==> config.mk <==
export PLATFORM = sky130hd
export DESIGN_NAME = crc16_byte_engine
export DESIGN_NICKNAME = d
export VERILOG_FILES = /design/src/hw/rtl/crcbe_pkg.sv /design/src/hw/rtl/crcbe_byte_absorb.sv /design/src/hw/rtl/crcbe_csr.sv /design/src/hw/rtl/crcbe_rsp_stage.sv /design/src/hw/rtl/crc16_byte_engine.sv
export SDC_FILE = /design/constraint.sdc
export NUM_CORES = 1
export LEC_CHECK = 0
export BUFFER_PORTS_ARGS = -buffer_cell sky130_fd_sc_hd__buf_2
export CELL_PAD_IN_SITES_DETAIL_PLACEMENT = 2
export CELL_PAD_IN_SITES_GLOBAL_PLACEMENT = 2
export CORE_ASPECT_RATIO = 1.25
export CORE_MARGIN = 5
export CORE_UTILIZATION = 35
export DETAILED_ROUTE_END_ITERATION = 6
export HOLD_SLACK_MARGIN = 0.1
export PLACE_DENSITY = 0.82
export SYNTH_ARGS = -nofsm -noshare
export SYNTH_HDL_FRONTEND = slang
export SYNTH_SLANG_ARGS = --single-unit
==> constraint.sdc <==
create_clock -name clock -period 12.4 [get_ports clock]
set_input_delay 1.24 -clock clock [delete_from_list [all_inputs] [get_ports clock]]
set_output_delay 1.24 -clock clock [all_outputs]
set_load 0.01 [all_outputs]
==> src/hw/rtl/crcbe_pkg.sv <==
// ----------------------------------------------------------------------------
// crcbe_pkg
// Shared types and constants for the byte-serial CRC-16 engine.
// ----------------------------------------------------------------------------
package crcbe_pkg;

   localparam int CRC_W  = 16;
   localparam int BYTE_W = 8;
   localparam int CSR_IDX_W = 2;
   localparam int KIND_W = 2;

   // register indexes on the csr port
   localparam logic [CSR_IDX_W-1:0] CSR_POLYNOMIAL    = 2'd0;
   localparam logic [CSR_IDX_W-1:0] CSR_INIT_VALUE    = 2'd1;
   localparam logic [CSR_IDX_W-1:0] CSR_APPEND_ENABLE = 2'd2;

   localparam logic [CRC_W-1:0] POLY_RESET   = 16'h1021;
   localparam logic [CRC_W-1:0] INIT_RESET   = 16'hFFFF;
   localparam logic             APPEND_RESET = 1'b1;

   // result kinds
   localparam logic [KIND_W-1:0] KIND_RUNNING   = 2'd0;
   localparam logic [KIND_W-1:0] KIND_TRAILER_0 = 2'd1;
   localparam logic [KIND_W-1:0] KIND_TRAILER_1 = 2'd2;

   typedef struct packed {
      logic [CRC_W-1:0] polynomial;
      logic [CRC_W-1:0] init_value;
      logic             append_enable;
   } crcbe_cfg_type;

endpackage

==> src/hw/rtl/crcbe_byte_absorb.sv <==
// ----------------------------------------------------------------------------
// crcbe_byte_absorb
// Absorbs one byte into a 16-bit CRC, LSB of the byte first, MSB feedback.
// ----------------------------------------------------------------------------
module crcbe_byte_absorb
   import crcbe_pkg::*;
(
   input  logic [CRC_W-1:0]  poly,
   input  logic [CRC_W-1:0]  crc_in,
   input  logic [BYTE_W-1:0] data_in,
   output logic [CRC_W-1:0]  crc_out
);

   logic [CRC_W-1:0] r;
   logic             fb;

   // eight unrolled shift steps
   always_comb begin
      r  = crc_in;
      fb = 1'b0;
      for (int k = 0; k < BYTE_W; k++) begin
         fb = r[CRC_W-1] ^ data_in[k];
         r  = {r[CRC_W-2:0], 1'b0} ^ (fb ? poly : {CRC_W{1'b0}});
      end
      crc_out = r;
   end

endmodule

==> src/hw/rtl/crcbe_csr.sv <==
// ----------------------------------------------------------------------------
// crcbe_csr
// Configuration registers: polynomial, init value, trailer append enable.
// ----------------------------------------------------------------------------
module crcbe_csr
   import crcbe_pkg::*;
(
   input  logic                 clock,
   input  logic                 reset,
   input  logic                 csr_wr_en,
   input  logic [CSR_IDX_W-1:0] csr_index,
   input  logic [CRC_W-1:0]     csr_wdata,
   output crcbe_cfg_type        cfg
);

   crcbe_cfg_type cfg_ff;
   crcbe_cfg_type cfg_in;

   always_comb begin
      cfg_in = cfg_ff;
      if (csr_wr_en) begin
         case (csr_index)
            CSR_POLYNOMIAL:    cfg_in.polynomial    = csr_wdata;
            CSR_INIT_VALUE:    cfg_in.init_value    = csr_wdata;
            CSR_APPEND_ENABLE: cfg_in.append_enable = csr_wdata[0];
            default:           cfg_in = cfg_ff;
         endcase
      end
   end

   always_ff @(posedge clock) begin
      if (reset) begin
         cfg_ff.polynomial    <= POLY_RESET;
         cfg_ff.init_value    <= INIT_RESET;
         cfg_ff.append_enable <= APPEND_RESET;
      end else begin
         cfg_ff <= cfg_in;
      end
   end

   assign cfg = cfg_ff;

endmodule

==> src/hw/rtl/crcbe_rsp_stage.sv <==
// ----------------------------------------------------------------------------
// crcbe_rsp_stage
// Result register: finishes the check residue and plays out the running
// result plus the two trailer bytes when appending.
// ----------------------------------------------------------------------------
module crcbe_rsp_stage
   import crcbe_pkg::*;
(
   input  logic               clock,
   input  logic               reset,
   input  logic [CRC_W-1:0]   poly,
   input  logic               append_enable,
   input  logic               load_valid,
   input  logic [CRC_W-1:0]   load_crc,
   input  logic [CRC_W-1:0]   load_part,
   input  logic               load_end,
   output logic               free,
   output logic               rsp_valid,
   input  logic               rsp_ready,
   output logic [CRC_W-1:0]   rsp_crc_value,
   output logic [CRC_W-1:0]   rsp_check_residue,
   output logic [KIND_W-1:0]  rsp_out_kind,
   output logic [BYTE_W-1:0]  rsp_trailer_byte,
   output logic               rsp_last_result
);

   function automatic logic [BYTE_W-1:0] rev8(input logic [BYTE_W-1:0] x);
      logic [BYTE_W-1:0] r;
      for (int k = 0; k < BYTE_W; k++) begin
         r[k] = x[BYTE_W-1-k];
      end
      return r;
   endfunction

   logic               valid_ff;
   logic [KIND_W-1:0]  kind_ff;
   logic [CRC_W-1:0]   crc_ff;
   logic [CRC_W-1:0]   res_ff;
   logic               end_ff;
   logic               app_ff;
   logic [CRC_W-1:0]   res_in;
   logic [CRC_W-1:0]   inv;
   logic               fire;
   logic               done;
   logic               load;
   logic               final_item;

   // second residue byte: complemented high byte
   crcbe_byte_absorb u_res_hi (
      .poly    (poly),
      .crc_in  (load_part),
      .data_in (~load_crc[CRC_W-1:BYTE_W]),
      .crc_out (res_in)
   );

   // the register frees after the running result, or after the second
   // trailer when appending
   assign final_item      = app_ff ? (kind_ff == KIND_TRAILER_1) : 1'b1;
   assign inv             = ~crc_ff;
   assign rsp_last_result = app_ff ? (kind_ff == KIND_TRAILER_1) : end_ff;
   assign fire            = valid_ff & rsp_ready;
   assign done            = fire & final_item;
   assign free            = ~valid_ff | done;
   assign load            = load_valid & free;

   always_comb begin
      case (kind_ff)
         KIND_TRAILER_0: rsp_trailer_byte = rev8(inv[BYTE_W-1:0]);
         KIND_TRAILER_1: rsp_trailer_byte = rev8(inv[CRC_W-1:BYTE_W]);
         default:        rsp_trailer_byte = '0;
      endcase
   end

   always_ff @(posedge clock) begin
      if (reset) begin
         valid_ff <= 1'b0;
         kind_ff  <= KIND_RUNNING;
      end else begin
         if (load) begin
            valid_ff <= 1'b1;
            kind_ff  <= KIND_RUNNING;
         end else if (done) begin
            valid_ff <= 1'b0;
            kind_ff  <= KIND_RUNNING;
         end else if (fire) begin
            kind_ff  <= kind_ff + KIND_W'(1);
         end
      end
   end

   always_ff @(posedge clock) begin
      if (load) begin
         crc_ff <= load_crc;
         res_ff <= res_in;
         end_ff <= load_end;
         app_ff <= load_end & append_enable;
      end
   end

   assign rsp_valid         = valid_ff;
   assign rsp_crc_value     = crc_ff;
   assign rsp_check_residue = res_ff;
   assign rsp_out_kind      = kind_ff;

endmodule

==> src/hw/rtl/crc16_byte_engine.sv <==
// ----------------------------------------------------------------------------
// crc16_byte_engine
// Byte-serial CRC-16 with programmable polynomial and init value.
// ----------------------------------------------------------------------------
// Usage:
//   req_*  : one byte per item with frame_start / frame_end flags.
//   rsp_*  : one running result per byte (crc and check residue); with
//            append enabled, the last byte of a frame adds two trailer items.
//   csr_*  : write-only registers, written while the engine is idle.
// Path: a byte goes from req accept to the first rsp item through the CRC update,
//   the low residue byte, and the high residue byte into the result register.
// Throughput: one byte per cycle while rsp_ready is high and no trailer items
//   are pending; a byte that ends a frame with append holds the result register
//   for three rsp items. The CRC register loop is a mux plus eight feedback steps.
// Reset: CRC register goes to 0xFFFF, polynomial 0x1021, init 0xFFFF,
//   append on; pipeline empty.
// Stall: with rsp_ready low the result register holds; up to two more bytes are
//   taken into the internal stages before req_ready drops.
// ----------------------------------------------------------------------------
module crc16_byte_engine
   import crcbe_pkg::*;
(
   input  logic                 clock,
   input  logic                 reset,
   input  logic                 req_valid,
   output logic                 req_ready,
   input  logic [BYTE_W-1:0]    req_data_byte,
   input  logic                 req_frame_start,
   input  logic                 req_frame_end,
   output logic                 rsp_valid,
   input  logic                 rsp_ready,
   output logic [CRC_W-1:0]     rsp_crc_value,
   output logic [CRC_W-1:0]     rsp_check_residue,
   output logic [KIND_W-1:0]    rsp_out_kind,
   output logic [BYTE_W-1:0]    rsp_trailer_byte,
   output logic                 rsp_last_result,
   input  logic                 csr_wr_en,
   input  logic [CSR_IDX_W-1:0] csr_index,
   input  logic [CRC_W-1:0]     csr_wdata
);

   crcbe_cfg_type    cfg;
   logic [CRC_W-1:0] crc_ff;
   logic [CRC_W-1:0] crc_in;
   logic [CRC_W-1:0] crc_base;
   logic             a_valid_ff;
   logic             a_end_ff;
   logic             b_valid_ff;
   logic [CRC_W-1:0] b_crc_ff;
   logic [CRC_W-1:0] b_part_ff;
   logic             b_end_ff;
   logic [CRC_W-1:0] part_in;
   logic             c_free;
   logic             b_free;
   logic             a_free;
   logic             accept;

   crcbe_csr u_csr (
      .clock     (clock),
      .reset     (reset),
      .csr_wr_en (csr_wr_en),
      .csr_index (csr_index),
      .csr_wdata (csr_wdata),
      .cfg       (cfg)
   );

   assign crc_base = req_frame_start ? cfg.init_value : crc_ff;

   crcbe_byte_absorb u_msg (
      .poly    (cfg.polynomial),
      .crc_in  (crc_base),
      .data_in (req_data_byte),
      .crc_out (crc_in)
   );

   // first residue byte: complemented low byte; crc_ff is stage A's crc
   crcbe_byte_absorb u_res_lo (
      .poly    (cfg.polynomial),
      .crc_in  (crc_ff),
      .data_in (~crc_ff[BYTE_W-1:0]),
      .crc_out (part_in)
   );

   assign b_free    = ~b_valid_ff | c_free;
   assign a_free    = ~a_valid_ff | b_free;
   assign req_ready = a_free;
   assign accept    = req_valid & a_free;

   always_ff @(posedge clock) begin
      if (reset) begin
         crc_ff     <= INIT_RESET;
         a_valid_ff <= 1'b0;
         b_valid_ff <= 1'b0;
      end else begin
         if (accept) begin
            crc_ff <= crc_in;
         end
         if (a_free) begin
            a_valid_ff <= accept;
         end
         if (b_free) begin
            b_valid_ff <= a_valid_ff;
         end
      end
   end

   always_ff @(posedge clock) begin
      if (accept) begin
         a_end_ff <= req_frame_end;
      end
      if (b_free) begin
         b_crc_ff  <= crc_ff;
         b_part_ff <= part_in;
         b_end_ff  <= a_end_ff;
      end
   end

   crcbe_rsp_stage u_rsp (
      .clock             (clock),
      .reset             (reset),
      .poly              (cfg.polynomial),
      .append_enable     (cfg.append_enable),
      .load_valid        (b_valid_ff),
      .load_crc          (b_crc_ff),
      .load_part         (b_part_ff),
      .load_end          (b_end_ff),
      .free              (c_free),
      .rsp_valid         (rsp_valid),
      .rsp_ready         (rsp_ready),
      .rsp_crc_value     (rsp_crc_value),
      .rsp_check_residue (rsp_check_residue),
      .rsp_out_kind      (rsp_out_kind),
      .rsp_trailer_byte  (rsp_trailer_byte),
      .rsp_last_result   (rsp_last_result)
   );

endmodule
======== Yosys cells after proc, flatten, opt, wreduce, memory -nomap -nowiden ========
Index checks and enable logic that the tools add are counted.
word-level totals
  bits in registers ....................... 122
  output and inout bits ................... 45
cells by class
  add/sub/neg operators ................... 1
  equal/unequal tests ..................... 4
  muxes and demuxes ....................... 30
  bitwise operators ....................... 62
  reductions and logical operators ........ 6
operators by type and width
  operator                                                         number
  16-bit 2-to-1 mux                                                25
  16-bit bitwise XOR                                               24
  1-bit bitwise XOR                                                24
  16-bit NOT                                                       1
  8-bit NOT                                                        2
  8-bit case mux with 2 select lines                               1
  2-bit AND reduction                                              3
  1-bit AND                                                        5
  2-bit by 1-bit == test with 1-bit output, second input constant  2
  2-bit == test, second input constant                             2
  1-bit 2-to-1 mux                                                 4
  1-bit NOT                                                        3
  1-bit bitwise OR                                                 3
  3-bit OR reduction                                               1
  2-bit by 1-bit adder with 2-bit output, second input constant    1
  2-bit zero test                                                  1
  2-bit nonzero test                                               1

======== Logic depth before layout (Yosys ltp) ========
  word-level depth ........................ 25
  mapped depth ............................ 19
  mapped depth without buffers ............ 13

======== Hierarchy ========
A second synthesis with hierarchy kept.
unflattened totals
  cell total of the unflattened synthesis .. 1456
  area total of the unflattened synthesis .. 12548.3 um^2
by module, submodules not included
  module             instances  cells each  area each (um^2)  seq. area each (um^2)
  crcbe_byte_absorb  3          364         2611.3            0.0
  crc16_byte_engine  1          133         1920.6            1381.3
  crcbe_rsp_stage    1          89          1406.3            1081.0
  crcbe_csr          1          142         1387.6            660.6

======== Worst setup path after synthesis ========
Ideal clock, no wire load.
  path kind ............................... input -> register
  from .................................... in req_frame_start
  to ...................................... reg crc_ff[13]
  setup time .............................. 0.141 ns
  arrival ................................. 5.032 ns
  path slack .............................. 7.226 ns
  stages .................................. 16
  path buffers ............................ 3
  path through ............................ buf_6 -> mux2i_4 -> xor2_4 -> xor3_1 -> or3_1 -> and2_4 -> a311oi_2 -> xnor2_2 -> a22oi_1 -> a221o_1 -> and3_4 -> or2_1 -> buf_6 -> buf_6 -> a2111oi_4 -> a311oi_2
between the ends
  longest elaborated chain between the ends .. 25
ends and longest elaborated chain
  element                 line                     text
  start: declaration      crc16_byte_engine.sv:28  input logic req_frame_start,
  16-bit 2-to-1 mux *     crc16_byte_engine.sv:67  assign crc_base = req_frame_start ? cfg.init_value : crc_ff;
  1-bit bitwise XOR       crcbe_byte_absorb.sv:22  fb = r[CRC_W-1] ^ data_in[k];
  16-bit 2-to-1 mux       crcbe_byte_absorb.sv:23  r = {r[CRC_W-2:0], 1'b0} ^ (fb ? poly : {CRC_W{1'b0}});
  16-bit bitwise XOR *    crcbe_byte_absorb.sv:23
  1-bit bitwise XOR       crcbe_byte_absorb.sv:22
  16-bit 2-to-1 mux       crcbe_byte_absorb.sv:23
  16-bit bitwise XOR *    crcbe_byte_absorb.sv:23
  1-bit bitwise XOR       crcbe_byte_absorb.sv:22
  (+9 left out)           n/a
  16-bit 2-to-1 mux       crcbe_byte_absorb.sv:23
  16-bit bitwise XOR *    crcbe_byte_absorb.sv:23
  1-bit bitwise XOR       crcbe_byte_absorb.sv:22
  16-bit 2-to-1 mux       crcbe_byte_absorb.sv:23
  16-bit bitwise XOR *    crcbe_byte_absorb.sv:23
  1-bit bitwise XOR       crcbe_byte_absorb.sv:22
  16-bit 2-to-1 mux       crcbe_byte_absorb.sv:23
  16-bit bitwise XOR *    crcbe_byte_absorb.sv:23
  end signal: assignment  crc16_byte_engine.sv:96  crc_ff <= crc_in;
  end: declaration        crc16_byte_engine.sv:43  logic [CRC_W-1:0] crc_ff;
Every way passes the cells marked *; elsewhere a longest branch is shown, timed or not.
A chain may end at the register's enable or synchronous reset.

======== Worst setup path in the final report ========
  from .................................... in req_frame_start
  to ...................................... reg crc_ff[5]
The elaborated chain is that of the path after synthesis.

==> run summary <==
status: complete, no violations
nets: 1411
routability-driven placement congestion ratio: 0.888
Final Setup Violations: 0
Worst EP arrival: 7.40 ns
clock latency on the worst-skew pair: 0.45 ns
Avg Inst Size Synth: 8.21 um2
share of layout cells above drive strength 1: 13.1%
Slowest-stage cell, CP: or2_1
number of hold buffers added after cts: 0
Post-Synth Simple-Gate Area: 20.9%
DR pass1 iterations: 5
Max Slew Vio Count: 0
WP buf/inv: 1
DR iter-0 viols: 520
DIE WIDTH: 169 um
xor/xnor share of the synthesized area: 28.8%
Leakage: 4.36 nW
syn nets: 1381
Routed Antenna Nets: 0
Hold Vio Cnt, Final: 0
H-tree Lvls: 4
period utilization: 57.0%
Min Hold Slack: 0.419 ns
Clock transition at path regs: 0.06 ns
worst slew pin tran: 1.28 ns
synthesized flop and latch total: 122
Initial Util: 35.6%
Post-Syn Instances: 1346
ys async rst share: 0%
setup total negative slack: 0 ns
most common cell after layout, fill and taps aside: nand2_1
Ant. Diodes: 0
antenna violations before repair: 1
first-pass GRT wire length: 62.9 mm
largest net degree at the start of global routing: 78
multiplexer area fraction after synthesis: 4.34%
fin crit period: 7.07 ns
largest family of logic cells by synthesized area: XOR/XNOR gates
Die Area: 35200 um2
dpl hpwl: 28.9 mm
VDD IR-drop max: 128 uV
highest cell delay on the worst timing path: 0.94 ns
pre-CTS setup slack: 4.96 ns
gr usage total: 22.9%
vias in the first global route: 11000
Cells after DPL: 1764
worst hold path class: reg -> reg
adder-cell share of the synthesized area: 0.226%
commonest cells after routing, fill and taps aside: 319 x nand2_1, 282 x xnor2_1, 94 x nor2_1
Max Cap Viol: 0
critical path class: in -> reg
clock tree buffer depth: 2
synthesized area: 11000 um2
row count: 72
RSZ-0062 raised after global routing: false
DR WL/cell: 22.7 um
CP Max Fanout: 26
Crit. End Element: flip-flop
Worst Path Required: 12.73 ns
Synth Area in Compound Gates: 12.9%
Num CTS Buffers: 17
via count: 10000
R2R setup slack: 6.14 ns
relative slew slack: 14.7%
fin cells: 1796
die height: 209 um
fmax: 141 MHz
number of enable flip-flop cells after synthesis: 68
post-synthesis sequential area ratio: 28.3%
Top delay family on crit path: compound AO/OA/AOI/OAI gates
clock sink total: 122
Setup Buffers After CTS: 0
clk_skew: 0.0115 ns
port bufs: 77
worst path cell trace: buf_2 -> mux2i_4 -> xor2_1 -> mux2i_1 -> a221oi_2 -> nor3_2 -> a211oi_1 -> or3_1 -> a22oi_1 -> a221o_1 -> a21oi_1 -> or2_1 -> a2111oi_0 -> a311oi_1
post-synth cell types: 81
I/O pin cnt: 78
gr ovfl total: 0
Worst setup SP type: input pin
Via density: 5.57
Synth Warn #: 0
fin area: 12400 um2
Core Area: 31100 um2
CTS tree: done
Synth Flop Type: edfxtp_1
Area Growth Syn to Fin: 12.0%
root buffer cell: clkbuf_16
Power Dens Cells: 297 nW/um2
DRT Wirelength: 40.7 mm
Resized cells post-CTS: 0
Post-DP Area: 11800 um2
Worst Slack Setup Final: 5.33 ns
# DRC: 0
[synthesized netlist by cell type (13+ instances only)]
cell,count,share of area [%]
xnor2_1,283,22
dfxtp_1,54,9.8
inv_1,17,0.58
nor2_1,94,3.2
xor2_1,36,2.9
o21ai_0,15,0.68
nand2_1,319,11
mux2i_1,37,3.4
edfxtp_1,68,18
nand2b_1,19,1.1
clkbuf_1,80,2.7
nand3b_1,18,1.2
a211oi_1,13,0.88
nor3_1,30,1.4
a21oi_1,49,2.2
[worst paths after layout]
kind	startpoint	end	cells after the start
min reg2reg	b_crc_ff[3]$_DFFE_PP_	u_rsp.rsp_crc_value[3]$_DFFE_PP_	0
max reg2reg	crc_ff[15]$_SDFFE_PP1P_	crc_ff[5]$_SDFFE_PP1P_	13
min	b_crc_ff[3]$_DFFE_PP_	u_rsp.rsp_crc_value[3]$_DFFE_PP_	0
max	req_frame_start	crc_ff[5]$_SDFFE_PP1P_	14
[state kept, by name (all words and copies together) (netlist names)]
register                 count
u_csr.cfg                   33
b_crc_ff                    16
b_part_ff                   16
crc_ff                      16
u_rsp.rsp_check_residue     16
u_rsp.rsp_crc_value         16
u_rsp.rsp_out_kind           2
a_end_ff                     1
a_valid_ff                   1
b_end_ff                     1
b_valid_ff                   1
u_rsp.app_ff                 1
u_rsp.end_ff                 1
u_rsp.rsp_valid              1
[final cells by class]
cell class,count,area [um2]
sequential,122,3120
fill,3591,18700
clock inverter,14,135
multi-input combinational,1100,7440
timing repair buffer,114,663
tap,407,509
clock buffer,18,429
inverter,21,78.8
[report_power, final]
part           leakage, nW  switching [mW]  internal [mW]  total, mW
Clock                0.277           0.221          0.280      0.501
Combinational         3.00            1.44           1.05       2.49
Sequential            1.08          0.0845          0.603      0.688
Total                 4.36            1.74           1.93       3.67
[layer usage]
layer	track usage, %	wire length [um]	vias up
met5	0	0	-
li1	-	-	4582
met1	25.5	16100	5114
met4	8.79	1340	0
met3	3.76	1670	73
met2	43.0	21600	232
[cell families (layout without fill, tap and decap cells)]
family / Yosys count / count (layout)
buffers and inverters: 124 / 167
AO/OA/AOI/OAI: 183 / 183
AND/OR/NAND/NOR: 534 / 534
flip-flops: 122 / 122
adder cells (fa/ha/maj): 2 / 2
XOR/XNOR: 337 / 337
multiplexers: 44 / 44
[metrics by stage]
| stage | total power [mW] | util, % |
|---|---|---|
| 2_1_floorplan | 2.59 | - |
| 3_3_place_gp | 3.06 | 38.0 |
| 3_5_place_dp | 3.16 | 38.0 |
| 4_1_cts | 3.71 | 39.8 |
| 5_1_grt | 3.91 | 39.8 |
| 6_report | 3.67 | 39.8 |
No activity file was read; power rests on OpenSTA's default activity.
